File: config.mk
export PLATFORM = sky130hd
export DESIGN_NAME = wep_frame_decrypt_icv_check
export DESIGN_NICKNAME = d
export VERILOG_FILES = /design/src/wfd_pkg.sv /design/src/wfd_perm_ram.sv /design/src/wfd_icv_check.sv /design/src/wep_frame_decrypt_icv_check.sv
export SDC_FILE = /design/constraint.sdc
export NUM_CORES = 2
export LEC_CHECK = 0
export ABC_AREA = 1
export BUFFER_PORTS_ARGS = -buffer_cell sky130_fd_sc_hd__buf_2
export CORE_MARGIN = 10
export CORE_UTILIZATION = 25
export DETAILED_ROUTE_END_ITERATION = 10
export GPL_TIMING_DRIVEN = 0
export PLACE_DENSITY = 0.45
export SLEW_MARGIN = 20
export SYNTH_ARGS = -nofsm -noshare
export SYNTH_HDL_FRONTEND = slang
export SYNTH_SLANG_ARGS = --single-unit
export TNS_END_PERCENT = 5
File: constraint.sdc
create_clock -name clock -period 13.1 [get_ports clock]
set_clock_uncertainty 0.05 [all_clocks]
set_input_delay 2.62 -clock clock [delete_from_list [all_inputs] [get_ports clock]]
set_output_delay 2.62 -clock clock [all_outputs]
set_load 0.03 [all_outputs]
File: src/wfd_pkg.sv
`timescale 1ns / 1ps
// ----------------------------------------------------------------------------
// wfd_pkg: shared types and constants for the WEP frame decryptor
// Payload structs, sequencer states, CSR indexes and CRC constants.
// ----------------------------------------------------------------------------
package wfd_pkg;

   localparam logic [31:0] CRC_POLY = 32'hEDB8_8320;
   localparam logic [31:0] CRC_ONES = 32'hFFFF_FFFF;

   localparam int unsigned CSR_DATA_W = 40;
   localparam int unsigned IV_W       = 24;
   localparam int unsigned SECRET_W   = 40;

   localparam logic CSR_IV_BYTES     = 1'b0;
   localparam logic CSR_SECRET_BYTES = 1'b1;

   typedef struct packed {
      logic [7:0] cipher_byte;
      logic       frame_end;
   } wfd_req_type;

   typedef struct packed {
      logic [7:0] plain_byte;
      logic       frame_done;
      logic       icv_match;
   } wfd_rsp_type;

   // Control from the sequencer to the ICV tracker
   typedef struct packed {
      logic       clear;
      logic       advance;
      logic       last;
      logic [7:0] plain;
   } wfd_icv_ctl_type;

   typedef enum logic [3:0] {
      ST_IDLE,
      ST_FILL,
      ST_KS_RDN,
      ST_KS_RDJ,
      ST_KS_WRN,
      ST_KS_WRJ,
      ST_PR_RDI,
      ST_PR_RDJ,
      ST_PR_WRI,
      ST_PR_WRJ,
      ST_PR_RDK,
      ST_PR_OUT
   } wfd_state_type;

endpackage

File: src/wfd_perm_ram.sv
`timescale 1ns / 1ps
// ----------------------------------------------------------------------------
// wfd_perm_ram: RC4 permutation store
// 256 x 8 single write port, single read port, registered read data.
// ----------------------------------------------------------------------------
module wfd_perm_ram (
   input  logic       clock,
   input  logic       wr_en,
   input  logic [7:0] wr_addr,
   input  logic [7:0] wr_data,
   input  logic [7:0] rd_addr,
   output logic [7:0] rd_data
);

   logic [7:0] mem_ff [256];
   logic [7:0] rd_data_ff;

   always_ff @(posedge clock) begin
      if (wr_en) begin
         mem_ff[wr_addr] <= wr_data;
      end
      rd_data_ff <= mem_ff[rd_addr];
   end

   assign rd_data = rd_data_ff;

endmodule

File: src/wfd_icv_check.sv
`timescale 1ns / 1ps
// ----------------------------------------------------------------------------
// wfd_icv_check: running CRC-32 and ICV compare
// Delays plaintext by four bytes, feeds the older bytes into a reflected
// CRC-32 and compares the last four bytes with the CRC at frame end.
// ----------------------------------------------------------------------------
module wfd_icv_check (
   input  logic                     clock,
   input  logic                     reset,
   input  wfd_pkg::wfd_icv_ctl_type ctl,
   output logic                     match
);

   logic [31:0] crc_ff,   crc_in;
   logic [31:0] tail_ff,  tail_in;
   logic [2:0]  count_ff, count_in;
   logic        full;
   logic [31:0] crc_step;
   logic [31:0] tail_step;

   // one byte of reflected CRC-32, eight bit steps
   function automatic logic [31:0] crc_feed(input logic [31:0] crc, input logic [7:0] b);
      logic [31:0] v;
      v = {24'h0, crc[7:0] ^ b};
      for (int k = 0; k < 8; k++) begin
         v = v[0] ? ((v >> 1) ^ wfd_pkg::CRC_POLY) : (v >> 1);
      end
      return {8'h00, crc[31:8]} ^ v;
   endfunction

   assign full      = count_ff[2];
   assign crc_step  = full ? crc_feed(crc_ff, tail_ff[7:0]) : crc_ff;
   assign tail_step = {ctl.plain, tail_ff[31:8]};
   assign match     = ctl.last && full && (tail_step == (crc_step ^ wfd_pkg::CRC_ONES));

   always_comb begin
      crc_in   = crc_ff;
      tail_in  = tail_ff;
      count_in = count_ff;
      if (ctl.clear) begin
         crc_in   = wfd_pkg::CRC_ONES;
         tail_in  = '0;
         count_in = '0;
      end else if (ctl.advance) begin
         crc_in  = crc_step;
         tail_in = tail_step;
         if (!full) begin
            count_in = count_ff + 3'd1;
         end
      end
   end

   always_ff @(posedge clock) begin
      if (reset) begin
         crc_ff   <= wfd_pkg::CRC_ONES;
         tail_ff  <= '0;
         count_ff <= '0;
      end else begin
         crc_ff   <= crc_in;
         tail_ff  <= tail_in;
         count_ff <= count_in;
      end
   end

endmodule

File: src/wep_frame_decrypt_icv_check.sv
`timescale 1ns / 1ps
// ----------------------------------------------------------------------------
// wep_frame_decrypt_icv_check: WEP frame decryptor with ICV check
// RC4 decrypts one ciphertext byte per item and checks the CRC-32 ICV.
// ----------------------------------------------------------------------------
//
//   Channel   Direction  Handshake             Payload
//   req_      in         req_valid/req_stall   wfd_req_type (cipher_byte, frame_end)
//   rsp_      out        rsp_valid/rsp_stall   wfd_rsp_type (plain_byte, frame_done,
//                                                            icv_match)
//   csr_      in         csr_we                csr_index, csr_wdata (40 bit)
//
// An item inside a frame goes through these steps: accept, two reads, two writes
// and one more read of the permutation RAM (one write port, one read port), then
// the output register load. The first item of a frame adds a fill of every RAM
// entry and a key schedule step per entry (four RAM accesses per step).
// Synchronous reset clears control state; the RAM holds garbage until the first
// frame fills it. A stalled result holds the sequencer in its last state;
// req_stall is high while an item is in work.
module wep_frame_decrypt_icv_check (
   input  logic                                clock,
   input  logic                                reset,

   input  logic                                req_valid,
   output logic                                req_stall,
   input  wfd_pkg::wfd_req_type                req_data,

   output logic                                rsp_valid,
   input  logic                                rsp_stall,
   output wfd_pkg::wfd_rsp_type                rsp_data,

   input  logic                                csr_we,
   input  logic                                csr_index,
   input  logic [wfd_pkg::CSR_DATA_W-1:0]      csr_wdata
);

   wfd_pkg::wfd_state_type state_ff, state_in;

   // key registers
   logic [wfd_pkg::IV_W-1:0]     iv_ff;
   logic [wfd_pkg::SECRET_W-1:0] secret_ff;
   logic [63:0]                  key_word;
   logic [7:0]                   key_byte;

   // RC4 indexes and swap holding registers
   logic [7:0] n_ff,  n_in;
   logic [7:0] i_ff,  i_in;
   logic [7:0] j_ff,  j_in;
   logic [7:0] si_ff, si_in;
   logic [7:0] sj_ff, sj_in;
   logic       in_frame_ff, in_frame_in;

   // captured input item
   logic [7:0] cipher_ff, cipher_in;
   logic       last_ff,   last_in;

   // result register
   logic                 rsp_valid_ff, rsp_valid_in;
   wfd_pkg::wfd_rsp_type rsp_data_ff,  rsp_data_in;

   // RAM port
   logic       ram_we;
   logic [7:0] ram_waddr;
   logic [7:0] ram_wdata;
   logic [7:0] ram_raddr;
   logic [7:0] ram_rdata;

   wfd_pkg::wfd_icv_ctl_type icv_ctl;
   logic                     icv_match;

   logic req_take;
   logic out_free;

   assign key_word  = {secret_ff, iv_ff};
   assign key_byte  = key_word[{n_ff[2:0], 3'b000} +: 8];
   assign req_stall = (state_ff != wfd_pkg::ST_IDLE);
   assign req_take  = req_valid && !req_stall;
   // output register can take a new item when empty or draining this cycle
   assign out_free  = !rsp_valid_ff || !rsp_stall;

   wfd_perm_ram u_perm_ram (
      .clock   (clock),
      .wr_en   (ram_we),
      .wr_addr (ram_waddr),
      .wr_data (ram_wdata),
      .rd_addr (ram_raddr),
      .rd_data (ram_rdata)
   );

   wfd_icv_check u_icv_check (
      .clock (clock),
      .reset (reset),
      .ctl   (icv_ctl),
      .match (icv_match)
   );

   // Sequencer: next state, RAM port and ICV control
   always_comb begin
      state_in     = state_ff;
      n_in         = n_ff;
      i_in         = i_ff;
      j_in         = j_ff;
      si_in        = si_ff;
      sj_in        = sj_ff;
      in_frame_in  = in_frame_ff;
      cipher_in    = cipher_ff;
      last_in      = last_ff;
      rsp_data_in  = rsp_data_ff;
      rsp_valid_in = rsp_valid_ff && rsp_stall;
      ram_we       = 1'b0;
      ram_waddr    = n_ff;
      ram_wdata    = n_ff;
      ram_raddr    = n_ff;
      icv_ctl      = '{clear: 1'b0, advance: 1'b0, last: last_ff,
                       plain: cipher_ff ^ ram_rdata};

      unique case (state_ff)
         wfd_pkg::ST_IDLE: begin
            if (req_take) begin
               cipher_in = req_data.cipher_byte;
               last_in   = req_data.frame_end;
               if (!in_frame_ff) begin
                  // frame start: rebuild the permutation, restart keystream and CRC
                  in_frame_in   = 1'b1;
                  n_in          = '0;
                  i_in          = '0;
                  j_in          = '0;
                  icv_ctl.clear = 1'b1;
                  state_in      = wfd_pkg::ST_FILL;
               end else begin
                  state_in = wfd_pkg::ST_PR_RDI;
               end
            end
         end

         wfd_pkg::ST_FILL: begin
            ram_we = 1'b1;
            n_in   = n_ff + 8'd1;
            if (n_ff == 8'hFF) begin
               state_in = wfd_pkg::ST_KS_RDN;
            end
         end

         wfd_pkg::ST_KS_RDN: begin
            ram_raddr = n_ff;
            state_in  = wfd_pkg::ST_KS_RDJ;
         end

         wfd_pkg::ST_KS_RDJ: begin
            si_in     = ram_rdata;
            j_in      = j_ff + ram_rdata + key_byte;
            ram_raddr = j_in;
            state_in  = wfd_pkg::ST_KS_WRN;
         end

         wfd_pkg::ST_KS_WRN: begin
            ram_we    = 1'b1;
            ram_waddr = n_ff;
            ram_wdata = ram_rdata;
            state_in  = wfd_pkg::ST_KS_WRJ;
         end

         wfd_pkg::ST_KS_WRJ: begin
            ram_we    = 1'b1;
            ram_waddr = j_ff;
            ram_wdata = si_ff;
            n_in      = n_ff + 8'd1;
            if (n_ff == 8'hFF) begin
               // schedule done: keystream starts from j = 0
               j_in     = '0;
               state_in = wfd_pkg::ST_PR_RDI;
            end else begin
               state_in = wfd_pkg::ST_KS_RDN;
            end
         end

         wfd_pkg::ST_PR_RDI: begin
            i_in      = i_ff + 8'd1;
            ram_raddr = i_in;
            state_in  = wfd_pkg::ST_PR_RDJ;
         end

         wfd_pkg::ST_PR_RDJ: begin
            si_in     = ram_rdata;
            j_in      = j_ff + ram_rdata;
            ram_raddr = j_in;
            state_in  = wfd_pkg::ST_PR_WRI;
         end

         wfd_pkg::ST_PR_WRI: begin
            sj_in     = ram_rdata;
            ram_we    = 1'b1;
            ram_waddr = i_ff;
            ram_wdata = ram_rdata;
            state_in  = wfd_pkg::ST_PR_WRJ;
         end

         wfd_pkg::ST_PR_WRJ: begin
            ram_we    = 1'b1;
            ram_waddr = j_ff;
            ram_wdata = si_ff;
            state_in  = wfd_pkg::ST_PR_RDK;
         end

         wfd_pkg::ST_PR_RDK: begin
            // swap keeps the sum: S[i] + S[j] after equals before
            ram_raddr = si_ff + sj_ff;
            state_in  = wfd_pkg::ST_PR_OUT;
         end

         wfd_pkg::ST_PR_OUT: begin
            // hold the keystream read until the result register frees up
            ram_raddr = si_ff + sj_ff;
            if (out_free) begin
               icv_ctl.advance = 1'b1;
               rsp_valid_in    = 1'b1;
               rsp_data_in     = '{plain_byte: icv_ctl.plain,
                                   frame_done: last_ff,
                                   icv_match:  icv_match};
               if (last_ff) begin
                  in_frame_in = 1'b0;
               end
               state_in = wfd_pkg::ST_IDLE;
            end
         end

         default: begin
            state_in = wfd_pkg::ST_IDLE;
         end
      endcase
   end

   always_ff @(posedge clock) begin
      if (reset) begin
         state_ff     <= wfd_pkg::ST_IDLE;
         in_frame_ff  <= 1'b0;
         rsp_valid_ff <= 1'b0;
         iv_ff        <= '0;
         secret_ff    <= '0;
      end else begin
         state_ff     <= state_in;
         in_frame_ff  <= in_frame_in;
         rsp_valid_ff <= rsp_valid_in;
         if (csr_we) begin
            unique case (csr_index)
               wfd_pkg::CSR_IV_BYTES:     iv_ff     <= csr_wdata[wfd_pkg::IV_W-1:0];
               wfd_pkg::CSR_SECRET_BYTES: secret_ff <= csr_wdata[wfd_pkg::SECRET_W-1:0];
               default: ;
            endcase
         end
      end
   end

   // payload and datapath registers, no reset needed
   always_ff @(posedge clock) begin
      n_ff        <= n_in;
      i_ff        <= i_in;
      j_ff        <= j_in;
      si_ff       <= si_in;
      sj_ff       <= sj_in;
      cipher_ff   <= cipher_in;
      last_ff     <= last_in;
      rsp_data_ff <= rsp_data_in;
   end

   assign rsp_valid = rsp_valid_ff;
   assign rsp_data  = rsp_data_ff;

endmodule
Word-level counts from Yosys, hierarchy flattened --
Memory sizes are Yosys's and may differ from the RTL's. A register that Yosys moved wholly into a read port is not among the register bits. Cells that the tools add are included.
Cells by class: bitwise logic cells 14, mux-type cells 39, shift operators 1, reductions and logical operators 31, multiply operators 0, add/subtract/negate cells 6, $lt $le $gt $ge 0, div/mod/pow operators 0, equality and inequality tests 19
Operator list (number):
- 32-bit two-way mux | 9
- 13-bit inverter with 14-bit output | 7
- 8-bit case mux with 2 select lines | 4
- 8-bit case mux with 4 select lines | 2
- 64-bit by 7-bit indexed part select with 8-bit output | 1
- 4-bit case mux with 12 select lines | 1
- 32-bit == test | 1
- 32-bit inverter | 1
- 24-bit by 32-bit XOR with 32-bit output | 1
- 8-bit adder | 3
- 8-bit two-way mux | 3
- 8-bit by 1-bit adder with 8-bit output (second input constant) | 2
- 4-bit by 3-bit == test with 1-bit output (second input constant) | 4
- 4-bit == test (second input constant) | 4
- 8-bit XOR | 2
- 1-bit inverter with 14-bit output | 1
- 1-bit two-way mux | 13
- 4-bit two-way mux | 3
- 2-bit inequality test (second input constant) | 6
- 2-bit OR reduction | 6
- 2-bit AND reduction | 5
- 3-bit two-way mux | 3
- 3-bit AND reduction | 3
- 4-bit by 2-bit == test with 1-bit output (second input constant) | 2
- other kinds (13) | 23
Storage, ports and cells: bits in read-only memories 0, logic and storage cells 130, memories 1, output and inout bits 12, bits in latches 0, register bits 196, RAM bits 2048
Memory list:
- u_perm_ram.mem_ff | words 256, bits a word 8, read ports 1, clocked after Yosys merged registers in 1, wr ports 1, line wfd_perm_ram.sv:15 | logic [7:0] mem_ff [256];

Logic depth before layout (Yosys ltp) --
depth after elaboration 22, mapped depth 29, depth with buffers taken out 24

By module --
From an unflattened synthesis, not the netlist that was laid out.
Second synthesis, totals: cells, all modules 8674, area total of the unflattened synthesis 94767.1 µm²
By module, submodules not included:
- wfd_perm_ram | times used 1, sequential area each 61659.1 µm², area an instance 83396.2 µm², cells each 7003
- wep_frame_decrypt_icv_check | times used 1, sequential area each 3173.0 µm², area an instance 6809.0 µm², cells each 877
- wfd_icv_check | times used 1, sequential area each 1341.3 µm², area an instance 4561.9 µm², cells each 794

Least setup slack after synthesis --
No wires, ideal clock.
path type reg-to-reg, start register n_ff[0], end memory u_perm_ram.mem_ff[0][0], data pin, buffers on the path 2, arrival 7659 ps, setup slack 3859 ps, cell stages (with the launch flop) 5, clock period less this slack 9241 ps, cells stage by stage edfxtp_1 -> clkbuf_1 -> clkinv_1 -> clkbuf_1 -> o211ai_1
On the way: word-level cells in the longest chain between the ends 1
RTL lines:
- start: declaration | line wep_frame_decrypt_icv_check.sv:46 | logic [7:0] n_ff, n_in;
- start signal: assignment | line wep_frame_decrypt_icv_check.sv:256 | n_ff <= n_in;
- 8-bit case mux with 2 select lines | line wep_frame_decrypt_icv_check.sv:117 | unique case (state_ff)
- via ram_wdata[0] | line wep_frame_decrypt_icv_check.sv:64 | logic [7:0] ram_wdata;
- end: declaration | line wfd_perm_ram.sv:15
The timed path passes the listed nets, and every way through them passes these cells.

Final worst setup path --
start register n_ff[0], end register u_perm_ram.rd_data_ff[0], in the netlist u_perm_ram.rd_data[0], read port of u_perm_ram.mem_ff
On the way: word-level cells in the longest chain between the ends 3
RTL lines:
- 64-bit by 7-bit indexed part select with 8-bit output | line wep_frame_decrypt_icv_check.sv:75 | assign key_byte = key_word[{n_ff[2:0], 3'b000} +: 8];
- 8-bit adder | line wep_frame_decrypt_icv_check.sv:151 | j_in = j_ff + ram_rdata + key_byte;
- 8-bit case mux with 4 select lines * | line wep_frame_decrypt_icv_check.sv:117
- end: declaration | line wfd_perm_ram.sv:16 | logic [7:0] rd_data_ff;
Every way passes the cells marked *; elsewhere a longest branch is shown, timed or not. A chain may end at the register's enable or synchronous reset.

==> run_results.csv <==
group,metric,value,unit
sta,slew_viol_final,0,
synth,netlist_area,0.09562,mm2
sta,timing.setup.tns,0,ns
clocking,path_clk_slew,0.06,ns
die,die_h,638.4,um
clocking,cts_root_buffer,"clkbuf_16",
synth,async_flop_share,0,%
die,initial_core_util,25.05,%
synth,postSynthCellCount,8634,
clocking,htreeDepth,4,
pwr,ir_drop,146.5,uV
synth,ys_seq_area_share,69.21,%
final_layout,nets,9342,
final_layout,instances_no_fill,14506,
clocking,clock_latency,0.96,ns
die,core_area,0.3817,mm2
place,dp_hpwl,308200,um
routing,antenna_left,0,
routing,wl_per_cell,28.16,um
pwr,leakage,0.03989,uW
run,cap_violations,0,
die,fp.dieW,638.4,um
final_layout,regArea,0.06617,mm2
die,io_pins,67,
clocking,cts_tree,"done",
synth,muxShareOfSynthArea,0,%
sta,worst_hold_slack,0.4286,ns
worst_setup_path,crit_type,"flip-flop to flip-flop",
final_layout,drive_gt1_share,12.90,%
place,port_buffers,66,
synth,synthAdderAreaFrac,0.3769,%
synth,post_synth_num_cell_types,49,
synth,synth-compound-area-share,1.812,%
sta,rsz0062_at_grt,"false",
sta,hold_viol,0,
global_route,grt_overflow,0,
worst_setup_path,end_kind,"flip-flop",
routing,drtIter0Drc,9553,
global_route,grt_start_max_net_pins,20,
global_route,grt_pass1_vias,69054,
clocking,numCtsBuffers,243,
synth,synth_edf_count,2107,
worst_setup_path,worst_setup_path_start_kind,"flip-flop",
sta,tightest_slew,1.287,ns
final_layout,multi_input_area,0.02591,mm2
place,pre_cts_ws,5.461,ns
synth,ys.flop_type,"edfxtp_1",
die,dieArea,0.4076,mm2
final_layout,layout_commonest_cell,"nand3_1",
synth,synth_top_family_by_area,"simple AND/OR/NAND/NOR gates",
pwr,totalPowerFinal,31360,uW
synth,synth_nets,8716,
final_layout,most-common-layout-cells,"nand3_1 (2,766), edfxtp_1 (2,107), nand2_1 (1,712), nor2_1 (500), buf_2 (439)",
global_route,antenna_found_initial,22,
sta,relSlewSlack,13.91,%
synth,yosys.area_share.simple,24.05,%
clocking,cts_sinks,2252,
sta,period_share,60.69,%
sta,setup_violations,0,
routing,totalWireLength,408400,um
sta,fmax,125.8,MHz
worst_setup_path,cp_max_fo,10,
routing,vias_per_cell,5.080,
synth,ys_warn_count,0,
clocking,cts-hold-fix-buffers,0,
synth,syn_area_per_cell,11.07,um2
clocking,cts_buffer_depth,4,
sta,finalCriticalPeriod,7.950,ns
min_path,hold_path_class,"flip-flop to flip-flop",
final_layout,syn_to_final_growth,18.22,%
synth,synth.ff_latch_count,2252,
routing,detail_route.first_pass.iterations,6,
routing,vias,73689,
die,rows,227,
global_route,grt_pass1_wl,556600,um
routing,drc,0,
outcome,outcome,"completed",
worst_setup_path,required,13.72,ns
synth,synth_xor_area_share,0.7119,%
place,placedCellCount,14053,
clocking,cts_resized,0,
sta,setup_ws,5.150,ns
pwr,cellPowerDensity,277.4,mW/mm2
worst_setup_path,critPathArrivalTime,8.57,ns
place,place.gp.congestion,0.9665,
global_route,track_usage,19.10,%
clocking,postCtsSetupBuffers,0,
final_layout,fillCellCount,39394,
critical path, cell delays in order, from the launching register on:
cell and delay, ns:
edfxtp_1 0.39, clkbuf_1 0.20, clkinv_1 0.21, clkbuf_1 0.40, clkbuf_1 0.46, nor2_1 0.10, o22ai_1 0.30, nor2_1 0.07
a31oi_1 0.32, ha_1 0.25, inv_1 0.07, fa_1 0.50, nand3b_1 0.17, nand2_1 0.13, nor2_1 0.11, a21oi_2 0.70
buf_2 0.87, buf_2 0.68, nand3_1 0.24, nand3_1 0.14, nand3_1 0.15, nand3_1 0.12, nand3_1 0.09, nand3_1 0.34
nand2_1 0.27, nand2_1 0.14, nand2_1 0.22
area by class of cell:
type / instances / share of cell area [%]
Multi-Input combinational cell: 5538 / 22.92
Antenna cell: 6 / 0.01328
Clock inverter: 150 / 1.328
Clock buffer: 297 / 5.595
Sequential cell: 2252 / 58.54
Inverter: 223 / 0.7405
Timing Repair Buffer: 381 / 2.745
Tap cell: 5038 / 5.577
Buffer: 621 / 2.537
registers in the layout, indices dropped and copies added, names as in the netlist, 3 cells and up:
signal	cells
cipher_ff	8
i_ff	8
iv_ff	24
j_ff	8
n_ff	8
rsp_data	10
secret_ff	40
si_ff	8
sj_ff	8
state_ff	4
u_icv_check.count_ff	3
u_icv_check.crc_ff	32
u_icv_check.tail_ff	32
u_perm_ram.mem_ff	2048
u_perm_ram.rd_data	8
final timing paths:
kind	cells past startpoint	start	slack, ns	end
setup / recovery	26	n_ff[0]	5.15	u_perm_ram.rd_data[0]
hold / removal	2	secret_ff[0]	0.43	secret_ff[0]
hold reg to reg	2	secret_ff[0]	0.43	secret_ff[0]
setup reg to reg	26	n_ff[0]	5.15	u_perm_ram.rd_data[0]
cells in the mapped netlist, types with 50 or more instances:
library cell | n | area, um2
o21ai_0 | 156 | 780.8
nand3b_1 | 51 | 382.9
nand2_1 | 1712 | 6426
nand3_1 | 2766 | 13840
buf_2 | 371 | 1857
clkbuf_1 | 217 | 814.5
edfxtp_1 | 2107 | 63270
a21oi_1 | 97 | 485.5
inv_1 | 211 | 792.0
nor2_1 | 540 | 2027
xor2_1 | 50 | 437.9
dfxtp_1 | 145 | 2903
per-layer routing:
metal	share of wire [%]	vias up	GRT usage, %	wire [um]
met1	43	37222	26.38	174100
met2	44	3688	29.50	179100
met3	9.0	662	3.931	36880
met5	0.019	-	0	79
met4	4.5	8	7.223	18300
li1	-	32109	-	-
per-stage QoR:
step,cell area (um2),util (%)
after floorplan,95620,-
after global placement,102300,26.79
after detailed placement,105200,27.55
after CTS,113000,29.60
after global routing,113000,29.61
final,113000,29.61
where the power goes:
group	internal, uW	switching, uW	total, uW	leakage, uW
Clock	3950	3020	6970	0.00382
Sequential	9250	107	9350	0.0203
Combinational	3530	11500	15000	0.0158
Total	16700	14600	31400	0.0399
kinds of logic after synthesis:
kind of cell	Yosys count
adder cells (fa/ha/maj)	27
AND/OR/NAND/NOR	5120
AO/OA/AOI/OAI	315
XOR/XNOR	76
buffers and inverters	844
flip-flops	2252
(Power assumes the default switching activity.)
